## src/design/nbg_pkg.sv

```systemverilog
// Shared types, register map and micro-op tables for the 2-D gravity stepper.
`default_nettype none

package nbg_pkg;

	// Datapath operations issued by the sequencer.
	typedef enum logic [3:0] {
		OP_NOP,
		OP_LOAD,
		OP_RDA,
		OP_RDB,
		OP_OFF,
		OP_MUL,
		OP_SQRT,
		OP_DIV,
		OP_UPD,
		OP_WRA,
		OP_WRB
	} op_t;

	// Operand and destination selection of the shared serial multiplier.
	typedef enum logic [3:0] {
		M_AXAX,
		M_AYAY,
		M_D2SQ,
		M_GMA,
		M_GMB,
		M_GMDT,
		M_NUMX,
		M_NUMY,
		M_ADVX,
		M_ADVY
	} mul_sel_t;

	// Operand selection of the shared serial divider.
	typedef enum logic {
		D_DT,
		D_PULL
	} div_sel_t;

	// Saturating accumulate targets.
	typedef enum logic [2:0] {
		U_VAX,
		U_VAY,
		U_VBX,
		U_VBY,
		U_PX,
		U_PY
	} upd_sel_t;

	typedef struct packed {
		op_t      op;
		mul_sel_t msel;
		div_sel_t dsel;
		upd_sel_t usel;
	} uop_t;

	typedef struct packed {
		logic done;
		logic zero;
	} dp_stat_t;

	// Register map, word index.
	localparam logic [1:0] REG_GRAVITY = 2'd0;
	localparam logic [1:0] REG_FRAME   = 2'd1;
	localparam logic [1:0] REG_SUBSTEP = 2'd2;

	localparam logic [31:0] GRAVITY_RST = 32'd53084;
	localparam logic [16:0] FRAME_RST   = 17'd1092;
	localparam logic [4:0]  SUBSTEP_RST = 5'd5;
	localparam logic [4:0]  SUBSTEP_MAX = 5'd16;

	// Sequence positions that the controller tests.
	localparam logic [4:0] PAIR_OFF_STEP = 5'd2;
	localparam logic [4:0] PAIR_LAST     = 5'd24;
	localparam logic [4:0] ADV_LAST      = 5'd5;

	function automatic uop_t mk(op_t o, mul_sel_t m, div_sel_t d, upd_sel_t u);
		uop_t r;
		r.op   = o;
		r.msel = m;
		r.dsel = d;
		r.usel = u;
		return r;
	endfunction

	// One pair interaction: fetch, offset, distance, then the four pulls and the write-back of both bodies.
	function automatic uop_t pair_uop(logic [4:0] s);
		uop_t r;
		case (s)
			5'd0:    r = mk(OP_RDA,  M_AXAX, D_PULL, U_VAX);
			5'd1:    r = mk(OP_RDB,  M_AXAX, D_PULL, U_VAX);
			5'd2:    r = mk(OP_OFF,  M_AXAX, D_PULL, U_VAX);
			5'd3:    r = mk(OP_MUL,  M_AXAX, D_PULL, U_VAX);
			5'd4:    r = mk(OP_MUL,  M_AYAY, D_PULL, U_VAX);
			5'd5:    r = mk(OP_SQRT, M_AXAX, D_PULL, U_VAX);
			5'd6:    r = mk(OP_MUL,  M_D2SQ, D_PULL, U_VAX);
			5'd7:    r = mk(OP_MUL,  M_GMB,  D_PULL, U_VAX);
			5'd8:    r = mk(OP_MUL,  M_GMDT, D_PULL, U_VAX);
			5'd9:    r = mk(OP_MUL,  M_NUMX, D_PULL, U_VAX);
			5'd10:   r = mk(OP_DIV,  M_AXAX, D_PULL, U_VAX);
			5'd11:   r = mk(OP_UPD,  M_AXAX, D_PULL, U_VAX);
			5'd12:   r = mk(OP_MUL,  M_NUMY, D_PULL, U_VAX);
			5'd13:   r = mk(OP_DIV,  M_AXAX, D_PULL, U_VAX);
			5'd14:   r = mk(OP_UPD,  M_AXAX, D_PULL, U_VAY);
			5'd15:   r = mk(OP_MUL,  M_GMA,  D_PULL, U_VAX);
			5'd16:   r = mk(OP_MUL,  M_GMDT, D_PULL, U_VAX);
			5'd17:   r = mk(OP_MUL,  M_NUMX, D_PULL, U_VAX);
			5'd18:   r = mk(OP_DIV,  M_AXAX, D_PULL, U_VAX);
			5'd19:   r = mk(OP_UPD,  M_AXAX, D_PULL, U_VBX);
			5'd20:   r = mk(OP_MUL,  M_NUMY, D_PULL, U_VAX);
			5'd21:   r = mk(OP_DIV,  M_AXAX, D_PULL, U_VAX);
			5'd22:   r = mk(OP_UPD,  M_AXAX, D_PULL, U_VBY);
			5'd23:   r = mk(OP_WRA,  M_AXAX, D_PULL, U_VAX);
			5'd24:   r = mk(OP_WRB,  M_AXAX, D_PULL, U_VAX);
			default: r = mk(OP_NOP,  M_AXAX, D_PULL, U_VAX);
		endcase
		return r;
	endfunction

	// Position advance of one body.
	function automatic uop_t adv_uop(logic [4:0] s);
		uop_t r;
		case (s)
			5'd0:    r = mk(OP_RDA, M_AXAX, D_PULL, U_PX);
			5'd1:    r = mk(OP_MUL, M_ADVX, D_PULL, U_PX);
			5'd2:    r = mk(OP_UPD, M_AXAX, D_PULL, U_PX);
			5'd3:    r = mk(OP_MUL, M_ADVY, D_PULL, U_PY);
			5'd4:    r = mk(OP_UPD, M_AXAX, D_PULL, U_PY);
			5'd5:    r = mk(OP_WRA, M_AXAX, D_PULL, U_PX);
			default: r = mk(OP_NOP, M_AXAX, D_PULL, U_PX);
		endcase
		return r;
	endfunction

endpackage

`default_nettype wire

```

## src/design/nbg_ctrl.sv

```systemverilog
// Controller: load counting, substep and pair loops, micro-op sequencing and result handshake.
`default_nettype none

module nbg_ctrl #(
	parameter int MAX_BODIES = 16,
	parameter int AW         = 4,
	parameter int CW         = 5
) (
	input  wire logic              clk,
	input  wire logic              arst_n,
	input  wire logic              in_valid,
	input  wire logic              last_body,
	output logic                   in_ready,
	output logic                   out_valid,
	input  wire logic              out_ready,
	output logic                   last_result,
	output logic [5:0]             body_index,
	input  wire logic [4:0]        steps,
	input  wire nbg_pkg::dp_stat_t stat,
	output nbg_pkg::uop_t          cmd,
	output logic [AW-1:0]          addr_a,
	output logic [AW-1:0]          addr_b
);
	import nbg_pkg::*;

	typedef enum logic [9:0] {
		S_IDLE  = 10'b00_0000_0001,
		S_DT_GO = 10'b00_0000_0010,
		S_DT_WT = 10'b00_0000_0100,
		S_PR_GO = 10'b00_0000_1000,
		S_PR_WT = 10'b00_0001_0000,
		S_AD_GO = 10'b00_0010_0000,
		S_AD_WT = 10'b00_0100_0000,
		S_EM_GO = 10'b00_1000_0000,
		S_EM_WT = 10'b01_0000_0000,
		S_EMIT  = 10'b10_0000_0000
	} state_t;

	state_t        state_q, state_d;
	logic [4:0]    step_q, step_d, sub_q, sub_d;
	logic [CW-1:0] ia_q, ia_d, ib_q, ib_d, cnt_q, cnt_d;
	logic          accept, has_room;
	logic [CW:0]   ia_inc, ib_inc, ia_two, n_ext;
	uop_t          pair_op, adv_op;

	assign has_room = cnt_q < CW'(MAX_BODIES);
	assign accept   = in_valid && (state_q == S_IDLE);
	assign ia_inc   = {1'b0, ia_q} + 1'b1;
	assign ib_inc   = {1'b0, ib_q} + 1'b1;
	assign ia_two   = {1'b0, ia_q} + 2'd2;
	assign n_ext    = {1'b0, cnt_q};
	assign pair_op  = pair_uop(step_q);
	assign adv_op   = adv_uop(step_q);

	// Micro-op issue.
	always_comb begin
		cmd = mk(OP_NOP, M_AXAX, D_DT, U_VAX);
		case (state_q)
			S_IDLE:  if (accept && has_room) cmd = mk(OP_LOAD, M_AXAX, D_DT, U_VAX);
			S_DT_GO: cmd = mk(OP_DIV, M_AXAX, D_DT, U_VAX);
			S_PR_GO: cmd = pair_op;
			S_AD_GO: cmd = adv_op;
			S_EM_GO: cmd = mk(OP_RDA, M_AXAX, D_DT, U_VAX);
			default: cmd = mk(OP_NOP, M_AXAX, D_DT, U_VAX);
		endcase
	end

	assign addr_a = (state_q == S_IDLE) ? cnt_q[AW-1:0] : ia_q[AW-1:0];
	assign addr_b = ib_q[AW-1:0];

	// Loop control.
	always_comb begin
		state_d = state_q;
		step_d  = step_q;
		sub_d   = sub_q;
		ia_d    = ia_q;
		ib_d    = ib_q;
		cnt_d   = cnt_q;
		case (state_q)
			S_IDLE: begin
				if (accept) begin
					if (has_room) cnt_d = cnt_q + 1'b1;
					if (last_body) state_d = S_DT_GO;
				end
			end
			S_DT_GO: state_d = S_DT_WT;
			S_DT_WT: begin
				if (stat.done) begin
					sub_d  = '0;
					step_d = '0;
					ia_d   = '0;
					ib_d   = CW'(1);
					state_d = (cnt_q > CW'(1)) ? S_PR_GO : S_AD_GO;
				end
			end
			S_PR_GO: state_d = S_PR_WT;
			S_PR_WT: begin
				if (stat.done) begin
					if ((step_q == PAIR_OFF_STEP && stat.zero) || step_q == PAIR_LAST) begin
						// Next unordered pair, or on to the position advance.
						step_d = '0;
						if (ib_inc < n_ext) begin
							ib_d    = ib_inc[CW-1:0];
							state_d = S_PR_GO;
						end else if (ia_two < n_ext) begin
							ia_d    = ia_inc[CW-1:0];
							ib_d    = ia_two[CW-1:0];
							state_d = S_PR_GO;
						end else begin
							ia_d    = '0;
							state_d = S_AD_GO;
						end
					end else begin
						step_d  = step_q + 5'd1;
						state_d = S_PR_GO;
					end
				end
			end
			S_AD_GO: state_d = S_AD_WT;
			S_AD_WT: begin
				if (stat.done) begin
					if (step_q == ADV_LAST) begin
						step_d = '0;
						if (ia_inc < n_ext) begin
							ia_d    = ia_inc[CW-1:0];
							state_d = S_AD_GO;
						end else if (sub_q + 5'd1 < steps) begin
							sub_d   = sub_q + 5'd1;
							ia_d    = '0;
							ib_d    = CW'(1);
							state_d = (cnt_q > CW'(1)) ? S_PR_GO : S_AD_GO;
						end else begin
							ia_d    = '0;
							state_d = S_EM_GO;
						end
					end else begin
						step_d  = step_q + 5'd1;
						state_d = S_AD_GO;
					end
				end
			end
			S_EM_GO: state_d = S_EM_WT;
			S_EM_WT: if (stat.done) state_d = S_EMIT;
			S_EMIT: begin
				if (out_ready) begin
					if (ia_inc < n_ext) begin
						ia_d    = ia_inc[CW-1:0];
						state_d = S_EM_GO;
					end else begin
						cnt_d   = '0;
						state_d = S_IDLE;
					end
				end
			end
			default: state_d = S_IDLE;
		endcase
	end

	always_ff @(posedge clk or negedge arst_n) begin
		if (!arst_n) begin
			state_q <= S_IDLE;
			step_q  <= '0;
			sub_q   <= '0;
			ia_q    <= '0;
			ib_q    <= '0;
			cnt_q   <= '0;
		end else begin
			state_q <= state_d;
			step_q  <= step_d;
			sub_q   <= sub_d;
			ia_q    <= ia_d;
			ib_q    <= ib_d;
			cnt_q   <= cnt_d;
		end
	end

	assign in_ready    = (state_q == S_IDLE);
	assign out_valid   = (state_q == S_EMIT);
	assign last_result = (ia_inc == n_ext);
	assign body_index  = 6'(ia_q);

endmodule

`default_nettype wire

```

## config.mk

```make
export PLATFORM = sky130hd
export DESIGN_NAME = nbg_ctrl
export DESIGN_NICKNAME = d
export VERILOG_FILES = /design/src/design/nbg_pkg.sv /design/src/design/nbg_ctrl.sv
export SDC_FILE = /design/constraint.sdc
export NUM_CORES = 1
export LEC_CHECK = 0
export BUFFER_PORTS_ARGS = -buffer_cell sky130_fd_sc_hd__buf_4
export CAP_MARGIN = 0
export CORE_ASPECT_RATIO = 0.9
export CORE_MARGIN = 3
export CORE_UTILIZATION = 30
export DETAILED_ROUTE_END_ITERATION = 8
export PLACE_DENSITY = 0.44
export SYNTH_ARGS = -nofsm -noshare
export SYNTH_HDL_FRONTEND = slang
export SYNTH_SLANG_ARGS = --single-unit
```

## constraint.sdc

```tcl
create_clock -name clk -period 3.4 [get_ports clk]
set_clock_uncertainty 0.2 [all_clocks]
set_input_delay 0.17 -clock clk [delete_from_list [all_inputs] [get_ports clk]]
set_output_delay 0.17 -clock clk [all_outputs]
set_load 0.02 [all_outputs]
```

==> results.txt, run 1 <==
----------------------------------------------------
[Outcome]
  Status ... finished, final reports clean

[Logic synthesis]
  Multiplexer share of the synthesized area ... 0.0375
  Compound-cell area share of the yosys netlist ... 0.233
  Average cell area after synthesis ... 8.32 µm²
  Main combinational cell family by area after synthesis ... simple AND/OR/NAND/NOR gates
  Post-synthesis instance area ... 3440 µm²
  Post-synthesis xor/xnor area fraction ... 0.0382
  Number of synthesized register bits ... 35
  Number of flops mapped to enable cells by yosys ... 0
  Synth top cells by count ... dfrtp_1, inv_1, ha_1
  Mapped Nets ... 457
  Post-synthesis cell type with the largest combined area ... dfrtp_1
  Count of mapped cells out of synthesis ... 413
  Top-count cell post-synth ... dfrtp_1
  Portion of the post-synthesis area used by sequential elements ... 0.255
  Share of flip-flops with an asynchronous set or reset ... 1.00
  Synth Area in Simple Gates ... 0.243
  Arithmetic-cell share of the synthesized area counting full adders, half adders and majority gates ... 0.116
  Count of distinct cell types in the synthesized netlist ... 72
  Cell types with the largest area share after synthesis ... dfrtp_1, ha_1, inv_1
  Proportion of netlist area held by the largest area contributor ... 0.248
  Most used flip-flop cell after synthesis ... dfrtp_1
  Number of warnings issued by yosys ... 0

[STA]
  # setup viols final ... 0
  Shortest period the worst path allows ... 3.18 ns
  Slew at the pin closest to its max-slew limit ... 0.645 ns
  Normalized max-slew margin ... 0.564
  Unrepaired setup endpoints after global routing ... false
  Final clock period utilization by the worst path ... 0.934
  Number of hold violations in the final report ... 0
  Fin. max-slew vios ... 0
  Fmax ... 315 MHz
  Final-layout setup total negative slack ... 0 ns

[Floorplanning]
  Std cell rows ... 36
  Area inside the core boundary ... 11000 µm²
  Chip Height ... 108 µm
  Horiz. Die Dim ... 119 µm
  Die Footprint ... 12800 µm²
  Initial Utilization ... 0.313
  I/O pin total ... 41

[Power and ir drop]
  P per Cell Area ... 553 nW/µm²
  Max rail drop VDD ... 0.000326 V
  Leak pwr ... 0.00191 µW
  Total power of the final layout ... 2280 µW

[Setup path]
  Count of cells along the worst register-to-register path ... 12
  WP buf/inv ... 2
  Arrival time of the worst setup path ... 3.15 ns
  End of the worst register-to-register path ... sub_q[0]
  Required time reported for the critical path endpoint ... 3.37 ns
  Category of the critical setup timing path ... reg -> reg
  Most frequent CP cell ... ha_1
  Worst reg2reg startpoint ... ia_q[1]
  Cell breakdown of the critical path ... ha_1 -> nand2_1 -> xor2_1 -> inv_1 -> ha_1 -> nand3_1 -> o21bai_1 -> and3_4 -> buf_4 -> o41ai_4 -> nand2_2 -> mux2_2
  Worst-case register-to-register setup slack ... 0.22 ns
  Slowest stage delay, CP ... 0.41 ns
  Cell with the largest stage delay on the worst path ... dfrtp_1
  Capturing element of the worst setup path ... sub_q[0]
  Type of destination of the critical path ... flop
  Kind of launch point of the worst setup path ... flop
  Max Fanout on Critical Path ... 7
  Critical Path Source ... ia_q[1]
  Category of cells accounting for the largest share of critical-path delay ... simple AND/OR/NAND/NOR gates
  CP Depth ... 12

[Placement]
  Weighted congestion reported at the end of routability-driven placement ... 0.825
  Total of buffers placed on input and output ports ... 39
  Area of placed instances ... 3930 µm²
  Sum of net half-perimeters after detailed placement ... 7820 µm

[Route]
  Post-route antenna net violation count ... 0
  Number of DRC markers after the initial detailed-route iteration ... 260
  Number of remaining DRC errors ... 0
  Average wire length per cell after detail routing ... 16.8 µm
  Vias per Instance ... 5.33
  Final wirelength ... 10200 µm
  1st-pass router iterations ... 4
  DR vias ... 3239

[Min path]
  Hold WC Path Type ... in -> reg
  Hold_sp ... out_ready

[GRT]
  Aggregate global-route resource usage ... 0.165
  Total gr overflow ... 0
  Number of global-route vias before repair ... 3097
  Wire length of the first global-routing pass ... 16800 µm
  Pin count of the biggest net entering global routing ... 36
  Initial antenna violation count ... 0

[Clock tree]
  Clock transition at the registers of the reported paths ... 0.06 ns
  Number of levels in the clock H-tree ... 2
  Clock tree from TritonCTS ... yes
  Number of clock sinks ... 35
  Number of CTS-inserted buffers ... 5
  Root Buffer Master ... clkbuf_16
  Max Root-Sink Buffers ... 2
  Clock Latency Late Sink ... 0.28 ns

[Layout]
  Layout area overhead ... 20.1%
  Final design utilization ... 0.376
  Final non-filler cell area ... 4130 µm²
  Number of inserted diodes ... 0
  Filler Cells Inserted ... 1177
  Fraction of layout cells with a size suffix above 1 ... 0.224
  Total number of nets in the final design ... 499

[Run]
  Max-capacitance violation count ... 0

----------------------------------------------------
## placed cells by master (no fill, tap or decap), types with 4 or more instances in the layout
master and count:
a21oi_1 19, o21ai_0 21, nor3_1 10, nand4_1 6, or2_2 4, nor2b_1 8
xor2_1 9, nand3_1 15, o211ai_1 5, a31oi_1 9, nand2_1 28, nor4b_1 4
o31ai_1 6, a21o_1 7, ha_1 31, mux2_2 7, or3_1 6, a211oi_1 6
inv_1 33, or4_1 4, buf_4 59, o21bai_1 4, dfrtp_1 34, clkbuf_16 5
mux2i_1 5, nor2_1 26, xnor2_1 6, nor4_1 5, nand2b_1 6
## where the power goes
part	total [µW]	switching, µW	internal, µW	leakage [µW]
Sequential	618	116	502	0.000466
Combinational	1210	701	507	0.00137
Clock	458	187	271	0.0000679
Total	2280	1000	1280	0.00191
## worst min path at each step
stage | endpoint | slack, ns | cells after the start
after global placement | sub_q[4] | -0.02 | 1
after CTS | state_q[9] | 0.1 | 4
final | state_q[9] | 0.12 | 4
after global routing | state_q[9] | 0.14 | 4
after detailed placement | sub_q[4] | -0.02 | 1
after floorplan | cnt_q[0] | -0.33 | 0
## registers in the layout, summed over array words and instances, names as in the netlist
| signal | count |
|---|---|
| state_q | 10 |
| cnt_q | 5 |
| ia_q | 5 |
| ib_q | 5 |
| step_q | 5 |
| sub_q | 5 |
## tightest hold or removal path, stage by stage
cell and delay (ns):
buf_4 0.12, nor2_1 0.06, a31oi_1 0.14, nor2_1 0.07
## metal layers
metal,vias to the layer above,global-route usage,part of all wire
li1,1603,-,-
met1,1543,0.249,0.52
met2,83,0.243,0.42
met3,10,0.0273,0.044
met4,0,0.0447,0.012
met5,-,0,0
## repair_timing
item                                    4_1_cts  5_1_grt
buffers inserted                              0        2
endpoints found under the setup margin        0        8
hold buffers                                  2        0
resized for setup                             0        6
hold endpoints to repair                     35        0
## cells by family (layout without fill, tap and decap cells)
| family | Yosys count | count (layout) |
|---|---|---|
| compound gates | 113 | 113 |
| mux | 12 | 12 |
| buf+inv | 60 | 103 |
| other cells | 1 | 1 |
| xor+xnor | 15 | 15 |
| flops | 35 | 35 |
| fa+ha+maj | 32 | 32 |
| simple gates | 145 | 145 |
## stage by stage
stage	hold WS, ns	cells	worst slack, ns
floorplan	-0.326	413	0.122
global placement	-0.0246	596	0.234
detailed placement	-0.0236	596	0.163
CTS	0.0959	606	0.0948
global route	0.142	608	0.0206
finish	0.120	608	0.225
## cell type report
cell class	instances	area, µm²	area share
tap	152	190	0.0461
timing repair buffer	61	463	0.112
multi-input combinational	318	2330	0.564
sequential	35	877	0.212
clock inverter	1	5.00	0.00121
clock buffer	7	133	0.0321
inverter	34	133	0.0321
Power figures use the tool's default switching activity.
==> inputs of run 2 (changes only) <==
CORE_UTILIZATION = 45   (was 30)
PLACE_DENSITY = 0.63   (was 0.44)
==> results.txt, run 2 (synthesized netlist as in run 1, its figures left out) <==
----------------------------------------------------
[Outcome]
  Status ... finished, final reports clean

[Layout]
  Commonest non-fill, non-tap cell in the layout ... buf_4
  Largest register by flop count ... state_q
  Number of inserted diodes ... 0
  Final design utilization ... 0.551
  Commonest cells after routing, fill and taps aside ... buf_4, inv_1, dfrtp_1
  Total number of nets in the final design ... 495
  Filler Cells Inserted ... 674
  Fraction of layout cells with a size suffix above 1 ... 0.215
  Number of flip-flops under the largest register name ... 10
  Final non-filler cell area ... 3980 µm²
  Layout area overhead ... 15.8%

[STA]
  Slew at the pin closest to its max-slew limit ... 0.691 ns
  # setup viols final ... 0
  Fmax ... 316 MHz
  Number of hold violations in the final report ... 0
  Final-layout setup total negative slack ... 0 ns
  Fin Hold WS ... 0.0708 ns
  Shortest period the worst path allows ... 3.17 ns
  Unrepaired setup endpoints after global routing ... false
  Final clock period utilization by the worst path ... 0.931
  Normalized max-slew margin ... 0.533
  Fin. max-slew vios ... 0

[Placement]
  Sum of net half-perimeters after detailed placement ... 7000 µm
  Weighted congestion reported at the end of routability-driven placement ... 0.926
  Area of placed instances ... 3820 µm²
  Total of buffers placed on input and output ports ... 39

[Setup path]
  Type of destination of the critical path ... flop
  Most frequent CP cell ... nand3_1
  Cell with the largest stage delay on the worst path ... or4_1
  Category of the critical setup timing path ... reg -> reg
  Arrival time of the worst setup path ... 3.19 ns
  Slowest stage delay, CP ... 0.48 ns
  Cell breakdown of the critical path ... ha_2 -> nand3_1 -> xor2_1 -> inv_1 -> ha_1 -> nand3_1 -> o21bai_1 -> and3_1 -> buf_4 -> a22o_2 -> or4_1 -> a21oi_1
  Kind of launch point of the worst setup path ... flop
  Required time reported for the critical path endpoint ... 3.42 ns
  Max Fanout on Critical Path ... 9

[Clock tree]
  Root Buffer Master ... clkbuf_8
  Number of clock sinks ... 35
  Clock tree from TritonCTS ... yes
  Clock transition at the registers of the reported paths ... 0.08 ns
  Max Root-Sink Buffers ... 2
  Number of levels in the clock H-tree ... 2
  Clock Latency Late Sink ... 0.30 ns
  Number of CTS-inserted buffers ... 5

[GRT]
  Wire length of the first global-routing pass ... 14900 µm
  Pin count of the biggest net entering global routing ... 36
  Number of global-route vias before repair ... 2933
  Total gr overflow ... 0
  Initial antenna violation count ... 0
  Aggregate global-route resource usage ... 0.210

[Power and ir drop]
  P per Cell Area ... 545 nW/µm²
  Leak pwr ... 0.00186 µW
  Max rail drop VDD ... 0.000277 V
  Total power of the final layout ... 2170 µW

[Min path]
  Hold WC Path Type ... in -> reg

[Floorplanning]
  I/O pin total ... 41
  Die Footprint ... 8720 µm²
  Chip Height ... 88.9 µm
  Area inside the core boundary ... 7220 µm²
  Initial Utilization ... 0.476
  Horiz. Die Dim ... 98.1 µm
  Std cell rows ... 29

[Run]
  Max-capacitance violation count ... 0

[Route]
  Number of DRC markers after the initial detailed-route iteration ... 168
  Vias per Instance ... 5.98
  Average wire length per cell after detail routing ... 16.7 µm
  Number of remaining DRC errors ... 0
  DR vias ... 3258
  1st-pass router iterations ... 5
  Final wirelength ... 9120 µm
  Post-route antenna net violation count ... 0

----------------------------------------------------
[run 2: path summary, 6_finish.rpt]
kind	from	depth (start not counted)	endpoint	slack, ns
worst min register to register	sub_q[1]	1	sub_q[1]	0.32
worst max register to register	ia_q[1]	12	cnt_q[3]	0.23
worst min-delay path	out_ready	4	state_q[9]	0.07
worst max-delay path	ia_q[1]	12	cnt_q[3]	0.23
max in group asynchronous	arst_n	2	ia_q[1]	2.47
min in group asynchronous	arst_n	2	state_q[2]	0.16
[run 2: metal layers]
layer	vias up	track usage	wire, µm
li1	1583	-	-
met1	1579	0.309	4400
met2	85	0.323	4220
met3	11	0.0281	392
met4	0	0.0579	108
met5	-	0	0
[run 2: power breakdown]
group | internal, µW | leakage (µW) | total [µW] | switching (µW)
Clock | 220 | 0.0000524 | 377 | 157
Combinational | 500 | 0.00134 | 1170 | 671
Sequential | 503 | 0.000464 | 620 | 117
Total | 1220 | 0.00186 | 2170 | 946
[run 2: per-stage QoR]
stage | std cells | worst slack [ns]
2_1_floorplan | 413 | 0.122
3_3_place_gp | 533 | 0.256
3_5_place_dp | 533 | 0.136
4_1_cts | 543 | 0.122
5_1_grt | 545 | 0.0551
6_report | 545 | 0.235
[run 2: critical path: cells and delay by family, from the launching register on]
| family | cells | cell delay, ns |
|---|---|---|
| compound gates | 3 | 0.66 |
| xor+xnor | 1 | 0.19 |
| fa+ha+maj | 2 | 0.49 |
| buf+inv | 2 | 0.23 |
| flops | 1 | 0.43 |
| simple gates | 4 | 0.89 |
[run 2: final cells by class]
type                       instances  area [µm²]  area share
tap                               93         116      0.0292
multi-input combinational        318        2310       0.581
clock inverter                     1        30.0     0.00754
sequential                        35         878       0.221
clock buffer                       7        76.3      0.0192
timing repair buffer              57         433       0.109
inverter                          34         133      0.0333
[run 2: timing repair]
| item | 4_1_cts | 5_1_grt |
|---|---|---|
| hold buffers | 2 | 0 |
| buffers inserted | 0 | 2 |
| resized for setup | 0 | 5 |
| endpoints found under the hold margin | 36 | 0 |
| setup endpoints to repair | 0 | 6 |
==> inputs of run 3 (changes only) <==
CORE_UTILIZATION = 40   (was 45)
PLACE_DENSITY = 0.57   (was 0.63)
==> results.txt, run 3 (synthesized netlist as in run 1, its figures left out) <==
----------------------------------------------------
[Placement]
  Pre-CTS WS ... 0.218 ns
  Total of buffers placed on input and output ports ... 39
  Sum of net half-perimeters after detailed placement ... 7250 µm
  Weighted congestion reported at the end of routability-driven placement ... 0.840

[Power and ir drop]
  Seq pwr share ... 0.293
  Internal power ... 1150 µW
  NetSw ... 949 µW
  P per Cell Area ... 525 nW/µm²
  Combinational Power Share ... 0.565
  Leak pwr ... 0.00187 µW
  Max rail drop VDD ... 0.000243 V
  Clk pwr share ... 0.142
  Share of total power consumed by net switching ... 0.453
  Total power of the final layout ... 2100 µW

[Clock tree]
  Number of clock sinks ... 35
  Number of levels in the clock H-tree ... 2
  Number of CTS-inserted buffers ... 5
  Max Root-Sink Buffers ... 2
  Root Buffer Master ... clkbuf_8
  Clock transition at the registers of the reported paths ... 0.07 ns
  Clock tree from TritonCTS ... yes
  Gates resized, CTS repair ... 0
  Clock Latency Late Sink ... 0.29 ns

[GRT]
  M1 GR Usage ... 0.286
  Number of global-route vias before repair ... 2979
  Met3 Use GR ... 0.0323
  Total gr overflow ... 0
  Aggregate global-route resource usage ... 0.195
  Met2 track utilization from global routing ... 0.297
  Wire length of the first global-routing pass ... 15400 µm
  Initial antenna violation count ... 0
  Most congested layer reported by global routing ... met2
  Pin count of the biggest net entering global routing ... 36

[Layout]
  Commonest non-fill, non-tap cell in the layout ... buf_4
  Total number of nets in the final design ... 499
  Number of inserted diodes ... 0
  Commonest cells after routing, fill and taps aside ... buf_4, dfrtp_1, inv_1
  Number of flip-flops under the largest register name ... 10
  Filler Cells Inserted ... 812
  Largest register by flop count ... state_q
  Layout area overhead ... 16.3%
  Fraction of layout cells with a size suffix above 1 ... 0.211

[STA]
  Normalized max-slew margin ... 0.520
  Fmax ... 310 MHz
  Slew at the pin closest to its max-slew limit ... 0.714 ns
  Final clock period utilization by the worst path ... 0.947
  Shortest period the worst path allows ... 3.22 ns
  Setup slack after layout ... 0.179 ns
  Fin. max-slew vios ... 0
  # setup viols final ... 0
  Number of hold violations in the final report ... 0
  Final-layout setup total negative slack ... 0 ns
  Unrepaired setup endpoints after global routing ... false

[Setup path]
  Max Fanout on Critical Path ... 9
  Required time reported for the critical path endpoint ... 3.42 ns
  Category of the critical setup timing path ... reg -> reg
  Kind of launch point of the worst setup path ... flop
  Cell with the largest stage delay on the worst path ... or4_1
  Category of cells accounting for the largest share of critical-path delay ... simple AND/OR/NAND/NOR gates
  Arrival time of the worst setup path ... 3.24 ns
  WP buf/inv ... 2
  Cell breakdown of the critical path ... ha_1 -> nand3_1 -> xor2_1 -> inv_1 -> ha_1 -> nand3_1 -> o21bai_1 -> and3_1 -> buf_4 -> a22o_1 -> or4_1 -> a21oi_1
  Slowest stage delay, CP ... 0.48 ns
  Type of destination of the critical path ... flop

[Floorplanning]
  Die Footprint ... 9740 µm²
  Horiz. Die Dim ... 104 µm
  Initial Utilization ... 0.420
  I/O pin total ... 41
  Area inside the core boundary ... 8180 µm²
  Std cell rows ... 31
  Chip Height ... 93.9 µm

[Route]
  Vias per Instance ... 5.65
  Post-route antenna net violation count ... 0
  1st-pass router iterations ... 5
  Number of remaining DRC errors ... 0
  Final wirelength ... 9430 µm
  DR vias ... 3226
  Average wire length per cell after detail routing ... 16.5 µm
  Number of DRC markers after the initial detailed-route iteration ... 198

[Run]
  Max-capacitance violation count ... 0

[Outcome]
  Status ... finished, final reports clean

[Min path]
  Hold WC Path Type ... in -> reg

----------------------------------------------------
[run 3: changes by cell type in the layout (fill, tap and decap cells not counted), sizes merged]
cell,delta
buf,+4
bufinv,-1
clkinv,+1
[run 3: path summary, 6_finish.rpt]
path                                start  slack (ns)    endpoint  cells past startpoint
max in group asynchronous          arst_n        2.48  state_q[0]                      2
worst min-delay path            out_ready        0.07  state_q[9]                      4
worst max register to register    ia_q[1]        0.18    cnt_q[3]                     12
worst max-delay path              ia_q[1]        0.18    cnt_q[3]                     12
min in group asynchronous          arst_n        0.16  state_q[9]                      2
worst min register to register  step_q[3]        0.33   step_q[3]                      1
[run 3: cell type report]
type                    instances  area (µm²)  area share
repair buffers                 61         463       0.116
clock inverters                 1        5.00     0.00125
multi-input cells             318        2300       0.575
flip-flops and latches         35         877       0.219
inverters                      34         133      0.0332
clock buffers                   7        76.3      0.0191
well taps                     115         144      0.0360
[run 3: power by group through the flow]
stage          combinational [µW]  sequential [µW]  clock (µW)
2_1_floorplan                 813              589           0
3_3_place_gp                 1160              617           0
3_5_place_dp                 1160              622           0
4_1_cts                      1180              614         311
5_1_grt                      1320              632         326
6_report                     1180              615         298
[run 3: what timing repair did]
| item | 4_1_cts | 5_1_grt |
|---|---|---|
| hold endpoints to repair | 36 | 0 |
| setup buffers | 0 | 2 |
| setup endpoints to repair | 0 | 3 |
| hold buffers | 2 | 0 |
[run 3: worst reg2reg max path, stage by stage (launching register included)]
cell	delay, ns
dfrtp_1	0.41
ha_1	0.24
nand3_1	0.11
xor2_1	0.21
inv_1	0.07
ha_1	0.29
nand3_1	0.10
o21bai_1	0.20
and3_1	0.21
buf_4	0.17
a22o_1	0.30
or4_1	0.48
a21oi_1	0.15
[run 3: layer usage]
layer | part of all wire | wire length [µm]
met5 | 0 | 0
met4 | 0.011 | 106
met3 | 0.050 | 470
met2 | 0.44 | 4120
met1 | 0.50 | 4740
[run 3: metrics by stage]
step	cells	instance area [µm²]	utilization	hold slack, ns
3_3_place_gp	559	3880	0.474	-0.0402
6_report	571	4000	0.488	0.0746
2_1_floorplan	413	3440	-	-0.326
5_1_grt	571	4000	0.488	0.102
3_5_place_dp	559	3880	0.474	-0.0314
4_1_cts	569	3980	0.487	0.0627
